## src/beep_sequencer_with_preview_core_macros.svh

```systemverilog
// Assertion macros for the beep sequencer with preview.
// Included by the modules that carry concurrent assertions; needs clk_i and rst_ni in scope.
`ifndef BEEP_SEQUENCER_WITH_PREVIEW_CORE_MACROS_SVH
`define BEEP_SEQUENCER_WITH_PREVIEW_CORE_MACROS_SVH

`ifndef SYNTHESIS

// Checked at every clock edge outside reset.
`define BSP_ASSERT(label, prop) \
  label: assert property (@(posedge clk_i) disable iff (!rst_ni) (prop)) \
    else $error("bsp assertion failed");

// Checked at every clock edge, during reset too.
`define BSP_ASSERT_ALWAYS(label, prop) \
  label: assert property (@(posedge clk_i) (prop)) \
    else $error("bsp assertion failed");

`else

`define BSP_ASSERT(label, prop)
`define BSP_ASSERT_ALWAYS(label, prop)

`endif

`endif

```

## src/bsp_pkg.sv

```systemverilog
// Shared types, codes and helpers of the beep sequencer with preview.
// No dependencies; used by bsp_next and beep_sequencer_with_preview_core.
package bsp_pkg;

  localparam int unsigned CfgIdxW = 2;
  localparam int unsigned CfgDataW = 16;

  typedef enum logic [2:0] {
    OpTick    = 3'd0,
    OpBeep    = 3'd1,
    OpPreview = 3'd2,
    OpSetVol  = 3'd3,
    OpStop    = 3'd4
  } op_e;

  typedef enum logic [CfgIdxW-1:0] {
    RegBeepOnMs    = 2'd0,
    RegPauseMs     = 2'd1,
    RegDutyFloor   = 2'd2,
    RegDutyCeiling = 2'd3
  } cfg_idx_e;

  typedef struct packed {
    logic [15:0] beep_on_ms;
    logic [15:0] pause_ms;
    logic [7:0]  duty_floor;
    logic [7:0]  duty_ceiling;
  } cfg_t;

  localparam cfg_t CfgReset = '{
    beep_on_ms:   16'd500,
    pause_ms:     16'd500,
    duty_floor:   8'd10,
    duty_ceiling: 8'd128
  };

  typedef struct packed {
    logic [2:0]  operation;
    logic [7:0]  beep_count;
    logic [15:0] hold_ms;
    logic [7:0]  volume_in;
  } item_t;

  typedef struct packed {
    logic        seq_active;
    logic        in_beep_phase;
    logic [7:0]  beeps_done;
    logic [7:0]  beeps_target;
    logic [15:0] phase_elapsed;
    logic        tone_flag;
    logic [7:0]  volume_duty;
    logic        preview_flag;
    logic [15:0] preview_left;
  } state_t;

  localparam state_t StateReset = '{
    seq_active:    1'b0,
    in_beep_phase: 1'b0,
    beeps_done:    8'd0,
    beeps_target:  8'd0,
    phase_elapsed: 16'd0,
    tone_flag:     1'b0,
    volume_duty:   8'd128,
    preview_flag:  1'b0,
    preview_left:  16'd0
  };

  typedef struct packed {
    logic       tone_on;
    logic [7:0] pwm_duty;
    logic       sequence_active;
    logic       preview_on;
    logic [7:0] beeps_finished;
  } result_t;

  // Zero passes through as mute; the ceiling wins over the floor.
  function automatic logic [7:0] clamp_duty(logic [7:0] vol, logic [7:0] floor_v,
                                            logic [7:0] ceil_v);
    logic [7:0] v;
    v = vol;
    if (v != 8'd0) begin
      if (v < floor_v) begin
        v = floor_v;
      end
      if (v > ceil_v) begin
        v = ceil_v;
      end
    end
    return v;
  endfunction

endpackage

```

## src/bsp_next.sv

```systemverilog
// Next-state logic of the beep sequencer: applies one event to the sequencer state.
// Depends on bsp_pkg.
module bsp_next (
  input  bsp_pkg::cfg_t   cfg_i,
  input  bsp_pkg::state_t st_i,
  input  bsp_pkg::item_t  item_i,
  output bsp_pkg::state_t st_o
);
  import bsp_pkg::*;

  logic [15:0] pe_inc;
  logic [15:0] pl_dec;
  logic [7:0]  done_inc;

  assign pe_inc   = (st_i.phase_elapsed == 16'hFFFF) ? st_i.phase_elapsed
                                                     : st_i.phase_elapsed + 16'd1;
  assign pl_dec   = (st_i.preview_left == 16'd0) ? 16'd0 : st_i.preview_left - 16'd1;
  assign done_inc = st_i.beeps_done + 8'd1;

  always_comb begin
    st_o = st_i;
    unique case (op_e'(item_i.operation))
      OpTick: begin
        st_o.phase_elapsed = pe_inc;
        st_o.preview_left  = pl_dec;
        if (st_i.preview_flag) begin
          if (st_i.seq_active) begin
            st_o.preview_flag = 1'b0;
          end else if (pl_dec == 16'd0) begin
            st_o.preview_flag = 1'b0;
            st_o.tone_flag    = 1'b0;
          end else begin
            st_o.tone_flag = 1'b1;
          end
        end
        if (st_i.seq_active) begin
          if (st_i.in_beep_phase) begin
            if (pe_inc >= cfg_i.beep_on_ms) begin
              st_o.tone_flag  = 1'b0;
              st_o.beeps_done = done_inc;
              if (done_inc >= st_i.beeps_target) begin
                st_o.seq_active = 1'b0;
              end else begin
                st_o.in_beep_phase = 1'b0;
                st_o.phase_elapsed = 16'd0;
              end
            end
          end else if (pe_inc >= cfg_i.pause_ms) begin
            st_o.tone_flag     = 1'b1;
            st_o.in_beep_phase = 1'b1;
            st_o.phase_elapsed = 16'd0;
          end
        end
      end
      OpBeep: begin
        if (item_i.beep_count != 8'd0) begin
          st_o.seq_active    = 1'b1;
          st_o.beeps_target  = item_i.beep_count;
          st_o.beeps_done    = 8'd0;
          st_o.in_beep_phase = 1'b1;
          st_o.phase_elapsed = 16'd0;
          st_o.tone_flag     = 1'b1;
        end
      end
      OpPreview: begin
        if (!st_i.seq_active) begin
          st_o.preview_flag = 1'b1;
          st_o.preview_left = item_i.hold_ms;
          st_o.tone_flag    = 1'b1;
        end
      end
      OpSetVol: begin
        st_o.volume_duty = clamp_duty(item_i.volume_in, cfg_i.duty_floor,
                                      cfg_i.duty_ceiling);
      end
      OpStop: begin
        if (st_i.seq_active || st_i.preview_flag) begin
          st_o.tone_flag     = 1'b0;
          st_o.seq_active    = 1'b0;
          st_o.in_beep_phase = 1'b0;
          st_o.beeps_done    = 8'd0;
          st_o.beeps_target  = 8'd0;
          st_o.preview_flag  = 1'b0;
        end
      end
      default: begin
        st_o = st_i;
      end
    endcase
  end

endmodule

```

## src/beep_sequencer_with_preview_core.sv

```systemverilog
// Top level of the beep sequencer with preview: input register, state, result register.
// Depends on bsp_pkg, bsp_next and beep_sequencer_with_preview_core_macros.svh.
//
//   channel | direction | handshake               | payload
//   in      | sink      | in_valid_i / in_stall_o   | operation, beep_count, hold_ms, volume_in
//   out     | source    | out_valid_o / out_stall_i | tone_on, pwm_duty, sequence_active,
//           |           |                           | preview_on, beeps_finished
//   cfg     | sink      | cfg_valid_i / cfg_ready_o | cfg_index_i, cfg_data_i
//
// One beat per cycle on both channels when the output is not stalled.
// An accepted beat waits in the input register and moves to the result register once that is empty or not stalled.
// While the result register holds a stalled result, the input register takes one more beat
// and then stalls the input.
// Reset clears the state, restores the register defaults and empties both stages.
`include "beep_sequencer_with_preview_core_macros.svh"

module beep_sequencer_with_preview_core (
  input  logic        clk_i,
  input  logic        rst_ni,
  input  logic        in_valid_i,
  output logic        in_stall_o,
  input  logic [2:0]  in_operation_i,
  input  logic [7:0]  in_beep_count_i,
  input  logic [15:0] in_hold_ms_i,
  input  logic [7:0]  in_volume_in_i,
  output logic        out_valid_o,
  input  logic        out_stall_i,
  output logic        out_tone_on_o,
  output logic [7:0]  out_pwm_duty_o,
  output logic        out_sequence_active_o,
  output logic        out_preview_on_o,
  output logic [7:0]  out_beeps_finished_o,
  input  logic        cfg_valid_i,
  output logic        cfg_ready_o,
  input  logic [bsp_pkg::CfgIdxW-1:0]  cfg_index_i,
  input  logic [bsp_pkg::CfgDataW-1:0] cfg_data_i
);
  import bsp_pkg::*;

  cfg_t    cfg_q, cfg_d;
  state_t  st_q, st_d, st_nxt;
  item_t   item_q;
  logic    in_valid_q;
  result_t res_q;
  logic    out_valid_q;
  logic    advance;
  logic    fire;

  assign advance     = !out_valid_q || !out_stall_i;
  assign fire        = in_valid_q && advance;
  assign in_stall_o  = in_valid_q && !advance;
  assign cfg_ready_o = 1'b1;

  always_comb begin
    cfg_d = cfg_q;
    if (cfg_valid_i) begin
      unique case (cfg_idx_e'(cfg_index_i))
        RegBeepOnMs:    cfg_d.beep_on_ms   = cfg_data_i;
        RegPauseMs:     cfg_d.pause_ms     = cfg_data_i;
        RegDutyFloor:   cfg_d.duty_floor   = cfg_data_i[7:0];
        RegDutyCeiling: cfg_d.duty_ceiling = cfg_data_i[7:0];
        default:        cfg_d = cfg_q;
      endcase
    end
  end

  bsp_next u_next (
    .cfg_i  (cfg_q),
    .st_i   (st_q),
    .item_i (item_q),
    .st_o   (st_nxt)
  );

  assign st_d = fire ? st_nxt : st_q;

  always_ff @(posedge clk_i or negedge rst_ni) begin
    if (!rst_ni) begin
      cfg_q       <= CfgReset;
      st_q        <= StateReset;
      in_valid_q  <= 1'b0;
      out_valid_q <= 1'b0;
    end else begin
      cfg_q <= cfg_d;
      st_q  <= st_d;
      if (!in_stall_o) begin
        in_valid_q <= in_valid_i;
      end
      if (advance) begin
        out_valid_q <= in_valid_q;
      end
    end
  end

  always_ff @(posedge clk_i) begin
    if (in_valid_i && !in_stall_o) begin
      item_q <= '{
        operation:  in_operation_i,
        beep_count: in_beep_count_i,
        hold_ms:    in_hold_ms_i,
        volume_in:  in_volume_in_i
      };
    end
    if (fire) begin
      res_q <= '{
        tone_on:         st_nxt.tone_flag,
        pwm_duty:        st_nxt.tone_flag ? st_nxt.volume_duty : 8'd0,
        sequence_active: st_nxt.seq_active,
        preview_on:      st_nxt.preview_flag,
        beeps_finished:  st_nxt.beeps_done
      };
    end
  end

  assign out_valid_o           = out_valid_q;
  assign out_tone_on_o         = res_q.tone_on;
  assign out_pwm_duty_o        = res_q.pwm_duty;
  assign out_sequence_active_o = res_q.sequence_active;
  assign out_preview_on_o      = res_q.preview_on;
  assign out_beeps_finished_o  = res_q.beeps_finished;

  `BSP_ASSERT(a_duty_needs_tone, out_valid_o |-> (out_tone_on_o || out_pwm_duty_o == 8'd0))
  `BSP_ASSERT(a_seq_below_target, st_q.seq_active |-> (st_q.beeps_done < st_q.beeps_target))
  `BSP_ASSERT_ALWAYS(a_stall_needs_item, in_stall_o |-> in_valid_q)
  `BSP_ASSERT(a_state_holds_idle, !fire |=> (st_q == $past(st_q)))

endmodule
```

## config.mk

```make
export PLATFORM = sky130hd
export DESIGN_NAME = beep_sequencer_with_preview_core
export DESIGN_NICKNAME = d
export VERILOG_FILES = /design/src/bsp_pkg.sv /design/src/bsp_next.sv /design/src/beep_sequencer_with_preview_core.sv
export VERILOG_INCLUDE_DIRS = /design/src /design/src/src
export SDC_FILE = /design/constraint.sdc
export NUM_CORES = 1
export LEC_CHECK = 0
export BUFFER_PORTS_ARGS = -buffer_cell sky130_fd_sc_hd__clkbuf_2
export CAP_MARGIN = 20
export CORE_MARGIN = 2
export CORE_UTILIZATION = 55
export DETAILED_ROUTE_END_ITERATION = 12
export PLACE_DENSITY_LB_ADDON = 0.15
export REMOVE_ABC_BUFFERS = 1
export SYNTH_ARGS = -nofsm -noshare
export SYNTH_HDL_FRONTEND = slang
export SYNTH_HIERARCHICAL = 1
export SYNTH_SLANG_ARGS = --single-unit
```

## constraint.sdc

```tcl
create_clock -name clk_i -period 3.9 [get_ports clk_i]
set_input_delay 0 -clock clk_i [delete_from_list [all_inputs] [get_ports clk_i]]
set_output_delay 0 -clock clk_i [all_outputs]
set_load 0.02 [all_outputs]
```

==> summary.txt, run 1 <==
Cells and area
  – Net total in the final layout: 1134
  – Fillers: 1136
  – Area growth from synthesis to final layout: 27.2%
  – Total area of sequential cells: 4390 µm²
  – Ant diodes: 0
  – Layout Cell Area excl Fill: 12000 µm²
  – Fraction of final layout cells with drive strength greater than 1: 36.1%
  – Final design utilization: 72.0%
  – Multi-input gate area in the final layout: 5030 µm²

Floorplan
  – Core area: 16600 µm²
  – Die Y-Extent: 135 µm
  – DIE AREA: 18200 µm²
  – Starting density of the core: 56.6%
  – Number of ports placed on the die boundary: 80
  – Die extent in x: 135 µm
  – Cell Rows: 47

Power
  – Sequential Power Share: 39.5%
  – Internal Dissipation: 0.00427 W
  – Power density over the cells: 532 nW/µm²
  – Net Sw Power: 0.00210 W
  – Clock network power share: 28.7%
  – Sw Share: 33.0%
  – Lkg Pwr: 5.35 nW
  – Peak ir drop on the vdd network: 371 µV
  – Comb pwr share: 31.7%

Synth
  – FF+latch count, synth: 164
  – Sequential area share after synthesis: 46.7%
  – Most instantiated cells after synthesis: sky130_fd_sc_hd__mux2_2 (119), sky130_fd_sc_hd__dfrtp_1 (94), sky130_fd_sc_hd__inv_1 (65), sky130_fd_sc_hd__ha_1 (58), sky130_fd_sc_hd__edfxtp_1 (54)
  – Mapped Avg Cell Area: 11.2 µm²
  – Number of synthesized flops with an enable pin: 54
  – Asr flop ratio synth: 67.1%
  – Primary FF master, synth: sky130_fd_sc_hd__dfrtp_1
  – Number of standard cells after synthesis: 838
  – Yosys warning count: 6
  – Fraction of synthesized cell area taken by the top area cell type: 25.0%
  – Cell type with the highest aggregate area in the netlist: sky130_fd_sc_hd__dfrtp_1
  – Most numerous cell in the Yosys netlist: sky130_fd_sc_hd__mux2_2
  – Syn Std Cell Area: 9420 µm²
  – Distinct cells, synth: 76
  – Top area cells in the synthesized netlist: sky130_fd_sc_hd__dfrtp_1 (25%), sky130_fd_sc_hd__edfxtp_1 (17%), sky130_fd_sc_hd__mux2_2 (14%)

Global route
  – Number of antenna violations at the first check in global routing: 0
  – Wire length of the first global-routing pass: 36300 µm
  – Number of global-route vias before repair: 7460
  – Largest net degree at the start of global routing: 74
  – GRT Residual Overflow: 0
  – Total Routing Usage GR: 25.3%

Setup path
  – Data arrival time at the worst-slack endpoint: 4180 ps
  – Worst Setup End Kind: flip-flop
  – Required time at the worst-slack endpoint: 4210 ps
  – Reg2Reg Capture Point: st_q[23]$_DFFE_PN0P_
  – Worst path top cell family by delay: compound AO/OA/AOI/OAI gates
  – CP Depth: 17
  – Cell-by-cell listing of the critical path: inv_2 -> ha_4 -> a21o_1 -> a21oi_2 -> o21ai_1 -> o41a_1 -> buf_4 -> mux2_4 -> ha_4 -> o21a_1 -> o21a_1 -> o21ai_2 -> and3b_2 -> nand2b_4 -> buf_6 -> a31o_4 -> mux2_2
  – Biggest fanout along the worst timing path: 5
  – Launch instance of the worst register-to-register path: cfg_q[9]$_DFFE_PN1P_
  – Number of cell instances on the worst register-to-register path: 17
  – CP max stage cell: sky130_fd_sc_hd__dfstp_2
  – Capture point of the critical path: st_q[23]$_DFFE_PN0P_
  – Count of buffering cells on the critical path with inverters included: 3
  – Setup slack on the worst flop-to-flop path: 30 ps
  – Max stage delay on crit path: 540 ps
  – Crit path launch: cfg_q[9]$_DFFE_PN1P_
  – Startpoint kind of the worst setup timing path: flip-flop
  – Critical path start-end classification: reg -> reg

Place
  – Input/output buffers: 78
  – RePlAce Congestion: 0.909
  – Post-detailed-placement cell area: 10300 µm²
  – Detailed Place HPWL: 15100 µm

STA
  – Worst Tran Pin Value: 1030 ps
  – Total of endpoints with negative setup slack in the final report: 0
  – Final hold violations: 0
  – Final slew viol count: 0
  – Share of the clock period used by the worst path after layout: 99.3%
  – Max_slew headroom: 31.4%
  – Minimum clock period: 3870 ps
  – Max Clock Skew: 10.2 ps
  – Achievable Freq: 258 MHz

Routing
  – Vias: 7472
  – Mean number of vias per cell: 5.97
  – DRC errors left: 0
  – Remaining number of nets flagged by the antenna check after routing: 0
  – First-pass iteration count of the detailed router: 5
  – Drt total wl: 22700 µm
  – Average wire per cell in the routed design: 18.2 µm
  – Number of design-rule violations left by the first detailed-router iteration: 545

Worst hold path
  – Worst hold-check path type: in -> reg

Clocking
  – Clock latency at the later pin of the worst-skew pair: 430 ps
  – H-Tree Level Count: 4
  – Clock transition time at the flip-flop clock pins of the worst setup and hold paths: 70 ps
  – Cell at the root of the clock tree: sky130_fd_sc_hd__clkbuf_16
  – Clock Path Buffers: 2
  – CTS tree: done
  – Number of CTS-inserted buffers: 17
  – Sinks on Clock Net: 164

Flow run
  – Count of maximum capacitance violations: 0

Status
  – Run status: finished clean
logic make-up after synthesis:
kind of cell / after synthesis / share of synthesized area [%]
buffers and inverters: 95 / 4.11
xor gates and xnor gates: 17 / 1.58
DFF: 164 / 46.7
muxes: 124 / 14.8
other: 1 / 0.0398
and+or+nand+nor: 206 / 12.0
AOI/OAI and AO/OA: 173 / 13.1
adders and majority gates: 58 / 7.71
through the flow:
stage / hold slack [ps] / power [W] / std cells / TNS, ps / worst slack [ps]
after global routing: 131 / 0.00671 / 1251 / -249 / -30.0
after global placement: 176 / 0.00414 / 1147 / -1180 / -111
final: 127 / 0.00637 / 1251 / 0 / 28.7
after floorplan: -296 / 0.00371 / 808 / 0 / 98.0
after detailed placement: 179 / 0.00423 / 1147 / -3790 / -231
after CTS: 110 / 0.00621 / 1236 / -1.94 / -1.94
state kept, by name, indices dropped and copies added, names as in the netlist:
signal and cells:
in_valid_q 1, out_sequence_active_o 1, item_q 35, out_preview_on_o 1, out_tone_on_o 1, out_valid_o 1, out_pwm_duty_o 8, cfg_q 48
out_beeps_finished_o 8, st_q 60
placed cells by master, fill, tap and decap left out, types with 7 or more instances in the layout:
cell type / synthesis / layout
sky130_fd_sc_hd__mux2_2: 119 / 116
sky130_fd_sc_hd__dfrtp_1: 94 / 94
sky130_fd_sc_hd__clkbuf_2: 0 / 77
sky130_fd_sc_hd__inv_1: 65 / 63
sky130_fd_sc_hd__dlygate4sd3_1: 0 / 55
sky130_fd_sc_hd__edfxtp_1: 54 / 54
sky130_fd_sc_hd__buf_4: 2 / 53
sky130_fd_sc_hd__nand2_1: 53 / 53
sky130_fd_sc_hd__ha_1: 58 / 53
sky130_fd_sc_hd__nor2_1: 31 / 28
sky130_fd_sc_hd__a21oi_1: 31 / 26
sky130_fd_sc_hd__o21ai_0: 26 / 25
sky130_fd_sc_hd__nand3_1: 26 / 22
sky130_fd_sc_hd__a22o_1: 21 / 21
sky130_fd_sc_hd__clkbuf_16: 0 / 17
sky130_fd_sc_hd__dfstp_2: 16 / 16
sky130_fd_sc_hd__nor3_1: 15 / 13
sky130_fd_sc_hd__a21o_1: 11 / 11
sky130_fd_sc_hd__and2_1: 13 / 10
sky130_fd_sc_hd__nand2b_1: 10 / 8
sky130_fd_sc_hd__xnor2_1: 11 / 8
sky130_fd_sc_hd__nand4_1: 7 / 7
sky130_fd_sc_hd__o31ai_1: 8 / 7
cell type report:
type                            instances  share of cell area (%)
Sequential cell                       164                    36.7
Timing Repair Buffer                  189                    11.6
Inverter                               65                    2.04
Tap cell                              220                    2.30
Clock inverter                         15                    1.85
Clock buffer                           17                    3.55
Multi-Input combinational cell        581                    42.0
metal layers:
layer	vias to the layer above	part of all wire, %	track usage, %
li1	3475	-	-
met1	3703	43	32.4
met2	249	50	43.1
met3	45	4.4	4.50
met4	0	2.2	9.06
met5	-	0	0
tightest hold or removal path: stages:
cell and delay (ps):
sky130_fd_sc_hd__clkbuf_2 140, sky130_fd_sc_hd__nor3b_4 140, sky130_fd_sc_hd__mux2_2 250
power by group through the flow:
stage	Sequential (W)	Combinational (W)	Clock, W
after detailed placement	0.00254	0.00169	0
after global routing	0.00257	0.00222	0.00192
after floorplan	0.00248	0.00123	0
final	0.00252	0.00202	0.00183
after CTS	0.00251	0.00184	0.00186
after global placement	0.00252	0.00162	0
repair_timing:
action | 4_1_cts | 5_1_grt
buffers inserted | 1 | 14
pin swaps | 12 | 24
resized for setup | 23 | 46
endpoints found under the hold margin | 152 | 0
gates cloned | 1 | 1
endpoints found under the setup margin | 44 | 50
hold buffers | 55 | 0
how the worst min path moves through the flow:
stage                       startpoint                    end  slack (ps)  cells past startpoint
floorplan                       rst_ni   cfg_q[0]$_DFFE_PN0P_        -300                      0
global placement      in_hold_ms_i[14]   item_q[22]$_DFFE_PP_         180                      1
detailed placement  in_beep_count_i[4]   item_q[28]$_DFFE_PP_         180                      1
CTS                     cfg_index_i[1]  cfg_q[32]$_DFFE_PN0P_         110                      3
global route            cfg_index_i[1]  cfg_q[37]$_DFFE_PN1P_         130                      3
finish                  cfg_index_i[1]  cfg_q[40]$_DFFE_PN1P_         130                      3
Note: power is estimated with default switching activity, not from simulation.
==> run 2, diff against run 1 <==
--- a/config.mk
+++ b/config.mk
@@ -9,7 +9,7 @@
 export BUFFER_PORTS_ARGS = -buffer_cell sky130_fd_sc_hd__clkbuf_2
 export CAP_MARGIN = 20
 export CORE_MARGIN = 2
-export CORE_UTILIZATION = 55
+export CORE_UTILIZATION = 60
 export DETAILED_ROUTE_END_ITERATION = 12
 export PLACE_DENSITY_LB_ADDON = 0.15
 export REMOVE_ABC_BUFFERS = 1
==> constraint.sdc (replaced) <==
create_clock -name clk_i -period 3.8 [get_ports clk_i]
set_input_delay 0 -clock clk_i [delete_from_list [all_inputs] [get_ports clk_i]]
set_output_delay 0 -clock clk_i [all_outputs]
set_load 0.02 [all_outputs]
==> run 2 against run 1 <==
- the flow now finishes with violations (negative setup slack)
- maximum frequency shrank 3.8%
- total power grew 5.4%
- wire length grew 15%
- final area grew 3.6%
- non-clock buffer count grew 23
- sequential share of layout area shrank 1.3 points
- critical path type unchanged
- combinational power grew 19%
==> summary.txt, run 2 (synthesized netlist as in run 1, its figures left out) <==
Cells and area
  – Leading cell type in the layout, fill and taps excluded: sky130_fd_sc_hd__mux2_2
  – Fraction of final layout cells with drive strength greater than 1: 40.3% (+4.2 points)
  – Flip-flop count of the largest register, all copies and words added: 60 (unchanged)
  – Ant diodes: 0 (unchanged)
  – Net total in the final layout: 1156 (+1.9%)
  – Highest-count cells in the layout ignoring fill and taps: sky130_fd_sc_hd__mux2_2 (104), sky130_fd_sc_hd__dfrtp_1 (94), sky130_fd_sc_hd__clkbuf_2 (77)
  – Largest reg by FF count: st_q
  – Area growth from synthesis to final layout: 31.8%
  – Fillers: 808 (-29%)
  – Largest regs: st_q: 60 flops, cfg_q: 48 flops, item_q: 35 flops

Setup path
  – Max stage delay on crit path: 410 ps (-130 ps)
  – Startpoint kind of the worst setup timing path: flip-flop
  – Worst Setup End Kind: flip-flop
  – Cell-by-cell listing of the critical path: inv_1 -> ha_1 -> and3_1 -> a21oi_1 -> o21ai_1 -> o41a_1 -> buf_6 -> buf_6 -> mux2_2 -> ha_4 -> nand4_1 -> nor2_1 -> a22oi_2 -> buf_4 -> nand2b_4 -> buf_6 -> a31o_4 -> mux2_4
  – Count of buffering cells on the critical path with inverters included: 5 (+2)
  – Data arrival time at the worst-slack endpoint: 4340 ps (+160 ps)
  – Most common cell on crit path: sky130_fd_sc_hd__buf_6
  – Biggest fanout along the worst timing path: 5 (unchanged)
  – CP max stage cell: sky130_fd_sc_hd__o41a_1
  – Critical path start-end classification: reg -> reg
  – Required time at the worst-slack endpoint: 4110 ps (-100 ps)
  – Worst path top cell family by delay: compound AO/OA/AOI/OAI gates

Place
  – RePlAce Congestion: 0.950 (+4.5%)
  – Detailed Place HPWL: 15300 µm (+0.98%)
  – Input/output buffers: 78 (unchanged)
  – Worst Setup Slack post-DPL: -182 ps (+49.1 ps)

Clocking
  – Clock Path Buffers: 2 (unchanged)
  – CTS tree: done
  – Clock transition time at the flip-flop clock pins of the worst setup and hold paths: 70 ps (about the same)
  – Number of CTS-inserted buffers: 17 (unchanged)
  – Clock latency at the later pin of the worst-skew pair: 440 ps (about the same)
  – Cell at the root of the clock tree: sky130_fd_sc_hd__clkbuf_16
  – Sinks on Clock Net: 164 (unchanged)
  – H-Tree Level Count: 4 (unchanged)

STA
  – Total of endpoints with negative setup slack in the final report: 17 (+17)
  – Max Clock Skew: 9.37 ps (-0.793 ps)
  – Max_slew headroom: 26.9% (-4.4 points)
  – Total negative slack: -3000 ps (-3000 ps)
  – Final hold violations: 0 (unchanged)
  – Achievable Freq: 249 MHz (-3.8%)
  – Minimum clock period: 4020 ps (+152 ps)
  – Unrepaired setup endpoints after global routing: yes
  – Worst Tran Pin Value: 1100 ps (+68.8 ps)
  – Share of the clock period used by the worst path after layout: 106% (+6.6 points)
  – Final slew viol count: 0 (unchanged)
  – Worst setup margin: -223 ps (-252 ps)

Power
  – Clock network power share: 25.0% (-3.7 points)
  – Net Sw Power: 0.00237 W (+13%)
  – Sequential Power Share: 39.0% (-0.5 points)
  – Lkg Pwr: 5.51 nW (+3.0%)
  – Internal Dissipation: 0.00434 W (+1.7%)
  – Power density over the cells: 541 nW/µm² (+1.7%)
  – Comb pwr share: 36.0% (+4.3 points)
  – Sw Share: 35.3% (+2.3 points)
  – Peak ir drop on the vdd network: 370 µV (-0.37%)

Flow run
  – Count of maximum capacitance violations: 0 (unchanged)

Global route
  – Total Routing Usage GR: 30.0% (+4.7 points)
  – Largest net degree at the start of global routing: 80 (+8.1%)
  – Number of antenna violations at the first check in global routing: 0 (unchanged)
  – GRT Residual Overflow: 0 (unchanged)
  – Wire length of the first global-routing pass: 38900 µm (+7.0%)
  – Number of global-route vias before repair: 7896 (+5.8%)

Status
  – Violations in the final reports: negative setup slack
  – Run status: complete, but fails checks

Routing
  – Vias: 7902 (+5.8%)
  – Average wire per cell in the routed design: 20.8 µm (+14%)
  – Drt total wl: 26200 µm (+15%)
  – Remaining number of nets flagged by the antenna check after routing: 0 (unchanged)
  – Mean number of vias per cell: 6.25 (+4.7%)
  – Number of design-rule violations left by the first detailed-router iteration: 637 (+17%)
  – DRC errors left: 0 (unchanged)
  – First-pass iteration count of the detailed router: 7 (+2)

Floorplan
  – Core area: 15300 µm² (-8.3%)
  – Number of ports placed on the die boundary: 80 (unchanged)
  – Cell Rows: 45 (-4.3%)
  – Die extent in x: 129 µm (-4.1%)
  – Starting density of the core: 61.7% (+5.1 points)
  – DIE AREA: 16700 µm² (-8.1%)
  – Die Y-Extent: 129 µm (-4.1%)

Worst hold path
  – Worst hold-check path type: in -> reg
[run 2: cell type report]
| type | instances | area [µm²] | area share, % |
|---|---|---|---|
| well taps | 211 | 264 | 2.13 |
| flip-flops and latches | 164 | 4390 | 35.4 |
| repair buffers | 212 | 1590 | 12.8 |
| clock inverters | 14 | 148 | 1.19 |
| clock buffers | 18 | 429 | 3.46 |
| multi-input cells | 580 | 5330 | 43.0 |
| inverters | 65 | 249 | 2.01 |
[run 2: worst min-delay path: cells and delay by family]
kind / cells / cell delay, ps
simple gates: 1 / 130
buf+inv: 1 / 130
mux: 1 / 240
[run 2: path summary, 6_finish.rpt]
kind	from	to	slack (ps)	depth (start not counted)
worst max-delay path	cfg_q[12]$_DFFE_PN0P_	st_q[20]$_DFFE_PN0P_	-220	18
max in group asynchronous	rst_ni	st_q[35]$_DFFE_PN0P_	2690	3
min in group asynchronous	rst_ni	cfg_q[26]$_DFFE_PN0P_	190	2
worst max register to register	cfg_q[12]$_DFFE_PN0P_	st_q[20]$_DFFE_PN0P_	-220	18
worst min register to register	cfg_q[19]$_DFFE_PN0P_	cfg_q[19]$_DFFE_PN0P_	510	1
worst min-delay path	cfg_index_i[1]	cfg_q[35]$_DFFE_PN0P_	100	3
[run 2: metal layers]
layer | GRT usage (%) | vias up | share of wire, %
li1 | - | 3514 | -
met1 | 36.4 | 3891 | 38
met2 | 52.4 | 392 | 51
met3 | 5.37 | 105 | 6.2
met4 | 13.6 | 0 | 4.7
met5 | 0 | - | 0
[run 2: power groups by stage]
stage / clock, W / sequential [W] / combinational, W
2_1_floorplan: 0 / 0.00255 / 0.00126
3_3_place_gp: 0 / 0.00259 / 0.00167
3_5_place_dp: 0 / 0.00261 / 0.00178
4_1_cts: 0.00169 / 0.00259 / 0.00203
5_1_grt: 0.00178 / 0.00266 / 0.00258
6_report: 0.00168 / 0.00262 / 0.00241
[run 2: stage by stage]
stage               power, W  area, µm²  hold slack, ps  util (%)  std cells
floorplan            0.00381       9270            -296         -        808
global placement     0.00425      10400             103      67.9       1153
detailed placement   0.00439      10400             124      67.9       1153
CTS                  0.00631      11800            83.9      77.2       1248
global route         0.00702      12400             107      81.3       1264
finish               0.00671      12400            99.6      81.3       1264
[run 2: timing repair]
| item | 4_1_cts | 5_1_grt |
|---|---|---|
| cloned | 0 | 1 |
| gates resized for setup | 44 | 93 |
| setup endpoints to repair | 46 | 52 |
| setup buffers | 8 | 17 |
| pin swaps | 21 | 52 |
| hold endpoints to repair | 130 | 0 |
| hold buffers | 55 | 0 |
